### config.mk
export PLATFORM = sky130hd
export DESIGN_NAME = rau_front
export DESIGN_NICKNAME = d
export VERILOG_FILES = /design/src/hdl/rau_pkg.sv /design/src/hdl/rau_front.sv
export SDC_FILE = /design/constraint.sdc
export NUM_CORES = 1
export LEC_CHECK = 0
export BUFFER_PORTS_ARGS = -buffer_cell sky130_fd_sc_hd__buf_2
export CORE_AREA = 2 2 185 233
export CTS_BUF_LIST = sky130_fd_sc_hd__clkbuf_8
export DETAILED_ROUTE_END_ITERATION = 7
export DIE_AREA = 0 0 187 235
export SYNTH_ARGS = -nofsm -noshare
export SYNTH_HDL_FRONTEND = slang
export SYNTH_SLANG_ARGS = --single-unit
export TNS_END_PERCENT = 100
### constraint.sdc
create_clock -name clk -period 6.35 [get_ports clk]
set_clock_uncertainty 0.1 [all_clocks]
set_input_delay 0.3175 -clock clk [delete_from_list [all_inputs] [get_ports clk]]
set_output_delay 0.3175 -clock clk [all_outputs]
set_load 0.02 [all_outputs]
### src/hdl/rau_pkg.sv
`default_nettype none
package rau_pkg;
  localparam int unsigned OPERAND_WIDTH_DEF = 32;
  localparam int unsigned MAG_W = 64;

  typedef enum logic [1:0] {
    OP_ADD = 2'd0,
    OP_SUB = 2'd1,
    OP_MUL = 2'd2,
    OP_DIV = 2'd3
  } op_t;

  // one classified item, front to back
  typedef struct packed {
    logic [1:0]  mode;
    logic        a_neg;
    logic [31:0] a_num;
    logic [31:0] a_den;
    logic        b_neg;
    logic [31:0] b_num;
    logic [31:0] b_den;
  } item_t;

  typedef enum logic [3:0] {
    ST_IDLE,
    ST_OPG,    // operand reduction: gcd
    ST_OPDN,   // operand divide numerator
    ST_OPDD,   // operand divide denominator
    ST_MUL1,
    ST_MUL2,
    ST_COMB,
    ST_RG,     // result gcd
    ST_RDN,
    ST_RDD,
    ST_OUT
  } bst_t;
endpackage
`default_nettype wire

### src/hdl/rau_front.sv
`default_nettype none
module rau_front
  import rau_pkg::*;
#(
  parameter int unsigned OPERAND_WIDTH = OPERAND_WIDTH_DEF
) (
  input  wire logic        clk,
  input  wire logic        rst_n,
  input  wire logic        in_tvalid,
  output logic             in_tready,
  input  wire logic [127:0] in_tdata,
  input  wire logic [1:0]  in_tuser,
  output logic             q_valid,
  input  wire logic        q_ready,
  output item_t            q_item
);
  localparam int unsigned QD = 2;

  item_t      q_mem [QD];
  logic       wp_r, wp_nxt, rp_r, rp_nxt;
  logic [1:0] cnt_r, cnt_nxt;
  item_t      cls;
  logic       push, pop;

  // sign-extend at OPERAND_WIDTH, then take magnitude
  function automatic logic [32:0] mag(input logic [31:0] raw);
    logic [31:0] v;
    logic        s;
    begin
      s = raw[OPERAND_WIDTH-1];
      v = {{(32-OPERAND_WIDTH){s}}, raw[OPERAND_WIDTH-1:0]};
      mag = {s, s ? 32'(-v) : v};
    end
  endfunction

  always_comb begin
    logic [32:0] an, ad, bn, bd;
    an = mag(in_tdata[31:0]);
    ad = mag(in_tdata[63:32]);
    bn = mag(in_tdata[95:64]);
    bd = mag(in_tdata[127:96]);
    cls.mode  = in_tuser;
    cls.a_neg = an[32] ^ ad[32];
    cls.a_num = an[31:0];
    cls.a_den = ad[31:0];
    cls.b_neg = bn[32] ^ bd[32];
    cls.b_num = bn[31:0];
    cls.b_den = bd[31:0];
  end

  assign in_tready = (cnt_r != 2'(QD));
  assign push      = in_tvalid && in_tready;
  assign q_valid   = (cnt_r != 2'd0);
  assign pop       = q_valid && q_ready;
  assign q_item    = q_mem[rp_r];

  always_comb begin
    wp_nxt  = push ? ~wp_r : wp_r;
    rp_nxt  = pop ? ~rp_r : rp_r;
    cnt_nxt = cnt_r + 2'(push) - 2'(pop);
  end

  always_ff @(posedge clk) begin
    if (!rst_n) begin
      wp_r  <= 1'b0;
      rp_r  <= 1'b0;
      cnt_r <= 2'd0;
    end else begin
      wp_r  <= wp_nxt;
      rp_r  <= rp_nxt;
      cnt_r <= cnt_nxt;
    end
    if (push) q_mem[wp_r] <= cls;
  end

  a_cnt_range: assert property (@(posedge clk) disable iff (!rst_n) cnt_r <= 2'(QD))
    else $error("queue count overflow");
  a_push_full: assert property (@(posedge clk) disable iff (!rst_n)
    cnt_r == 2'(QD) && !pop |=> cnt_r == 2'(QD))
    else $error("full queue changed without pop");
  a_empty_nopop: assert property (@(posedge clk) disable iff (!rst_n)
    cnt_r == 2'd0 |-> !pop)
    else $error("pop from empty queue");
endmodule
`default_nettype wire

==> impl_metrics.env, run 1 <==
export IMPL_chipHeight_um=235
export IMPL_holdPathEnd="q_mem[1][90]$_DFFE_PP_"
export IMPL_max_stage_delay_ns=0.76
export IMPL_path_clk_slew_ns=0.06
export IMPL_synth_ff_type="edfxtp_1"
export IMPL_cts_tree="built"
export IMPL_rsz0062_at_grt="no"
export IMPL_post_route_drc_count=0
export IMPL_worst_hold_path_type="in -> reg"
export IMPL_clk_latency_ns=0.55
export IMPL_whs_ns=0.0496
export IMPL_clock_path_buffers=3
export IMPL_grt_overflow=0
export IMPL_vias=8416
export IMPL_required_ns=5.93
export IMPL_setup_viol=0
export IMPL_finalHoldViolations=0
export IMPL_r2r_cells=3
export IMPL_hold_path_cell_count=2
export IMPL_place_area_sq_mm=0.0144
export IMPL_tns_ns=0
export IMPL_yosys_area_top_type_share_pct=63.9
export IMPL_num_rows=84
export IMPL_synthCells=820
export IMPL_grt_pass1_wl_um=48400
export IMPL_die_area_sq_mm=0.0439
export IMPL_critical_path_buf_inv_count=2
export IMPL_relSlewSlack_pct=25.5
export IMPL_ys_ff_latch=269
export IMPL_max_freq_mhz=352
export IMPL_synth_area_per_cell_sq_um=15.1
export IMPL_end_kind="output port"
export IMPL_yosysMostFrequentCell="edfxtp_1"
export IMPL_initial_core_util_pct=29.8
export IMPL_syn_cell_area_sq_mm=0.0124
export IMPL_yosysSeqAreaShare_pct=64.7
export IMPL_cp_slowest_cell="buf_4"
export IMPL_finalCriticalPeriod_ns=2.84
export IMPL_reg2reg_from="cnt_r[0]$_SDFF_PN0_"
export IMPL_io_buffers=267
export IMPL_grt_start_max_net_pins=133
export IMPL_boundaryPins=268
export IMPL_synth_nets=960
export IMPL_grt_pass1_vias=8893
export IMPL_yosys_warnings=0
export IMPL_critPathMaxFanout=75
export IMPL_yosys_area_top_type="edfxtp_1"
export IMPL_critical_path_top_delay_family="buffers and inverters"
export IMPL_firstDrtPassIters=5
export IMPL_synthTopCellsByCount="edfxtp_1 (264), mux2_2 (132), xnor2_1 (119)"
export IMPL_cts_made_buffers=47
export IMPL_r2r_slack_ns=3.94
export IMPL_ir_worst_vdd_uv=232
export IMPL_wire_per_inst_um=17.5
export IMPL_post_cts_setup_buffers=0
export IMPL_synthTopCellsByArea="edfxtp_1 (64%), mux2_2 (12%), xnor2_1 (8.4%)"
export IMPL_core_area_sq_mm=0.0417
export IMPL_place_congestion=0.796
export IMPL_finalCritPeriodShare_pct=44.7
export IMPL_syn_to_final_growth_pct=30.3
export IMPL_numClockSinks=269
export IMPL_cap_violations=0
export IMPL_r2r_end="q_mem[1][57]$_DFFE_PP_"
export IMPL_final_area_sq_mm=0.0162
export IMPL_final_nets=1341
export IMPL_cp_arrival_ns=2.42
export IMPL_antenna_found_initial=3
export IMPL_hp_start="in_tdata[57]"
export IMPL_power_density_mw_per_mm2=341
export IMPL_fp_dieW_um=187
export IMPL_worst_pin_slew_ns=1.12
export IMPL_root_buffer="clkbuf_8"
export IMPL_ant_nets=0
export IMPL_track_usage_pct=14.0
export IMPL_synth_edf_count=264
export IMPL_path_cells="buf_4 -> mux2_2 -> buf_2"
export IMPL_p_leak_nw=5.64
export IMPL_ys_types=36
export IMPL_drt_initial_drc_count=346
export IMPL_worstSetupPathType="reg -> out"
export IMPL_vias_per_cell=4.68
export IMPL_route_final_wire_length_um=31400
export IMPL_drive_above_1_share_pct=39.4
export IMPL_dp_hpwl_um=20900
export IMPL_outcome="completed"
export IMPL_htreeDepth=2
export IMPL_finalMaxSlewViolations=0
export IMPL_startpoint_type="flip-flop"
export IMPL_synth_async_sr_flop_share_pct=0
==> kinds of logic after synthesis <==
family	after synthesis	synth area share (%)
compound gates	102	6.10
flops	269	64.7
mux	132	12.0
buf+inv	42	1.33
simple gates	147	6.72
xor+xnor	122	8.61
fa+ha+maj	6	0.605
==> power breakdown <==
group          internal [mW]  switching (mW)  total, mW
logic                  0.640            1.02       1.66
clock network          0.796           0.704       1.50
registers               2.30          0.0538       2.36
==> per-layer routing <==
layer  global-route usage (%)  up-vias  wire [um]
met5                        0        -          0
met4                     7.43        0       1330
met3                     3.66       80       1890
met2                     24.4      267      16100
met1                     15.6     4099      12200
li1                         -     3970          -
==> layout make-up <==
cell class / instances / area, sq um
Inverter: 11 / 41.3
Clock buffer: 49 / 674
Clock inverter: 34 / 200
Antenna cell: 3 / 7.51
Tap cell: 559 / 699
Multi-Input combinational cell: 509 / 4230
Fill cell: 3998 / 25500
Sequential cell: 269 / 8030
Timing Repair Buffer: 363 / 2290
==> per-stage QoR <==
step	cells	util [%]	worst slack, ns	power, mW
2_1_floorplan	820	-	1.63	3.47
3_3_place_gp	1622	34.5	3.58	4.03
3_5_place_dp	1622	34.5	3.48	4.05
4_1_cts	1794	38.8	3.43	5.63
5_1_grt	1796	38.8	3.34	5.80
6_report	1797	38.8	3.51	5.52
==> layout by cell type (no fill, tap or decap), drive strengths merged, types with 4 or more instances in the layout <==
master       count
nand3            9
nor3b            4
nand2b          10
or3              8
edfxtp         264
clkinv          19
inv             21
xnor2          119
mux2           132
nor4            15
dlygate4sd3     89
o31ai           36
nor2            12
and2             4
nand4            7
nor3            14
or4              9
o21ai           32
o41ai           33
buf            274
dfxtp            5
nand3b           7
nand2           33
or2              7
clkbuf          49
ha               6
==> worst max path at each step <==
stage | start | end | slack (ns) | depth (start not counted)
2_1_floorplan | cnt_r[0]$_SDFF_PN0_ | q_mem[0][0]$_DFFE_PP_ | 1.63 | 3
4_1_cts | flip-flop | q_item[60] | 3.43 | 3
6_report | flip-flop | q_item[59] | 3.51 | 3
3_3_place_gp | in_tdata[64] | q_mem[0][62]$_DFFE_PP_ | 3.58 | 7
3_5_place_dp | in_tdata[64] | q_mem[0][48]$_DFFE_PP_ | 3.48 | 7
5_1_grt | flip-flop | q_item[60] | 3.34 | 3
==> state kept, by name, summed over array words and instances, names as in the netlist, named ones only <==
register	count
cnt_r	2
q_mem	264
rp_r	1
wp_r	1
==> repair_timing <==
item	CTS	global route
endpoints found under the hold margin	183	0
gates resized for setup	0	0
hold buffers	89	0
Power figures use the tool's default switching activity.
==> inputs of run 2 (changes only) <==
==> constraint.sdc (replaced) <==
create_clock -name clk -period 2.6 [get_ports clk]
set_clock_uncertainty 0.1 [all_clocks]
set_input_delay 0.13 -clock clk [delete_from_list [all_inputs] [get_ports clk]]
set_output_delay 0.13 -clock clk [all_outputs]
set_load 0.02 [all_outputs]
==> run 2 against run 1 <==
Sequential power grew 140%. First-iteration DRC count shrank 8.4%. Clock-buffer cell count is the same. Hold slack gained 0.010 ns. Flip-flop and latch count is the same. Critical path depth grew 4. Sequential share of layout area shrank 2.6 points. Combinational power grew to 2.6 times the previous value. Via count grew 4.5%. Critical endpoint is now q_mem[0][63]$_DFFE_PP_.
==> impl_metrics.env, run 2 (synthesis results as in run 1) <==
export IMPL_final_instance_count_excl_fill=1876
export IMPL_wire_per_inst_um=17.2
export IMPL_drive_above_1_share_pct=39.1
export IMPL_grt_pass1_wl_um=49700
export IMPL_clock_path_buffers=3
export IMPL_worstSetupPathType="in -> reg"
export IMPL_cp_arrival_ns=2.89
export IMPL_fillers=3904
export IMPL_vias=8793
export IMPL_place_area_sq_mm=0.0147
export IMPL_critPathMaxFanout=4
export IMPL_critical_path_buf_inv_count=3
export IMPL_dp_hpwl_um=21500
export IMPL_antenna_found_initial=1
export IMPL_ir_worst_vdd_uv=456
export IMPL_cp_slowest_cell="dlygate4sd3_1"
export IMPL_grt_pass1_vias=9153
export IMPL_num_rows=84
export IMPL_worst_hold_path_type="in -> reg"
export IMPL_startpoint_type="primary input"
export IMPL_outcome="completed"
export IMPL_worst_slack_ns=0.0228
export IMPL_place_congestion=0.800
export IMPL_mostFrequentLayoutCell="buf_2"
export IMPL_ant_nets=0
export IMPL_cts_tree="built"
export IMPL_chipHeight_um=235
export IMPL_post_route_drc_count=0
export IMPL_finalHoldViolations=0
export IMPL_cap_violations=0
export IMPL_die_area_sq_mm=0.0439
export IMPL_initial_core_util_pct=29.8
export IMPL_htreeDepth=2
export IMPL_final_util_pct=40.9
export IMPL_required_ns=2.92
export IMPL_clk_latency_ns=0.56
export IMPL_tns_ns=0
export IMPL_worst_pin_slew_ns=0.667
export IMPL_drt_initial_drc_count=317
export IMPL_numClockSinks=269
export IMPL_cts_made_buffers=45
export IMPL_p_leak_nw=6.04
export IMPL_syn_to_final_growth_pct=37.6
export IMPL_largestRegisters="q_mem: 264 flops, cnt_r: 2 flops"
export IMPL_whs_ns=0.0598
export IMPL_boundaryPins=268
export IMPL_top_register="q_mem"
export IMPL_max_freq_mhz=388
export IMPL_end_kind="flip-flop"
export IMPL_path_clk_slew_ns=0.06
export IMPL_power_density_mw_per_mm2=794
export IMPL_core_area_sq_mm=0.0417
export IMPL_grt_start_max_net_pins=74
export IMPL_placedCellCount=1641
export IMPL_finalCritPeriodShare_pct=99.1
export IMPL_finalMaxSlewViolations=0
export IMPL_final_nets=1423
export IMPL_layout_common_cells="buf_2 (267), edfxtp_1 (264), dlygate4sd3_1 (152)"
export IMPL_root_buffer="clkbuf_8"
export IMPL_rsz0062_at_grt="no"
export IMPL_finalCriticalPeriod_ns=2.58
export IMPL_max_stage_delay_ns=0.58
export IMPL_place_ws_ns=0.179
export IMPL_critical_path_top_delay_family="simple AND/OR/NAND/NOR gates"
export IMPL_largest_register_ffs=264
export IMPL_final_area_sq_mm=0.0171
export IMPL_io_buffers=267
export IMPL_vias_per_cell=4.69
export IMPL_setup_viol=0
export IMPL_route_final_wire_length_um=32200
export IMPL_power_total_mw=13.6
export IMPL_path_cells="dlygate4sd3_1 -> buf_2 -> or4_4 -> nand2b_2 -> or4_4 -> nor3b_2 -> dlygate4sd3_1"
export IMPL_fp_dieW_um=187
export IMPL_grt_overflow=0
export IMPL_relSlewSlack_pct=55.6
export IMPL_track_usage_pct=14.3
export IMPL_firstDrtPassIters=4
run 2: final timing paths:
kind / start / endpoint / slack [ns] / cells past startpoint
max: in_tdata[88] / q_mem[0][63]$_DFFE_PP_ / 0.02 / 7
min: in_tdata[58] / q_mem[1][92]$_DFFE_PP_ / 0.06 / 4
max reg2reg: cnt_r[1]$_SDFF_PN0_ / cnt_r[1]$_SDFF_PN0_ / 0.75 / 7
min reg2reg: rp_r$_SDFFE_PN0P_ / rp_r$_SDFFE_PN0P_ / 0.44 / 2
run 2: power by group:
group | total [mW] | internal [mW] | switching [mW]
sequential | 5.76 | 5.61 | 0.145
combinational | 4.31 | 1.76 | 2.55
clock | 3.49 | 1.83 | 1.66
total | 13.6 | 9.20 | 4.36
run 2: per-layer routing:
layer,GRT usage (%),part of all wire [%]
met1,15.6,39
met2,26.9,53
met3,2.87,4.8
met4,5.53,3.2
met5,0,0
run 2: layout make-up:
type                            instances  area [sq um]  area share (%)
Multi-Input combinational cell        509          4290            25.1
Tap cell                              559           699            4.10
Timing Repair Buffer                  447          3180            18.6
Clock inverter                         31           156           0.916
Clock buffer                           49           674            3.95
Inverter                               11          41.3           0.242
Antenna cell                            1          2.50          0.0147
Sequential cell                       269          8030            47.0
run 2: what timing repair did:
action                                  CTS  global route
resized for setup                         0             8
hold buffers                            153             0
hold endpoints to repair                265             0
setup buffers                             0             2
endpoints found under the setup margin    0            12
run 2: worst register-to-register path, cell delays in order (launching register included):
cell	delay, ns
dfxtp_1	0.35
or2_2	0.32
and2_1	0.20
ha_1	0.28
inv_1	0.04
ha_1	0.18
xnor2_1	0.13
and2_1	0.15
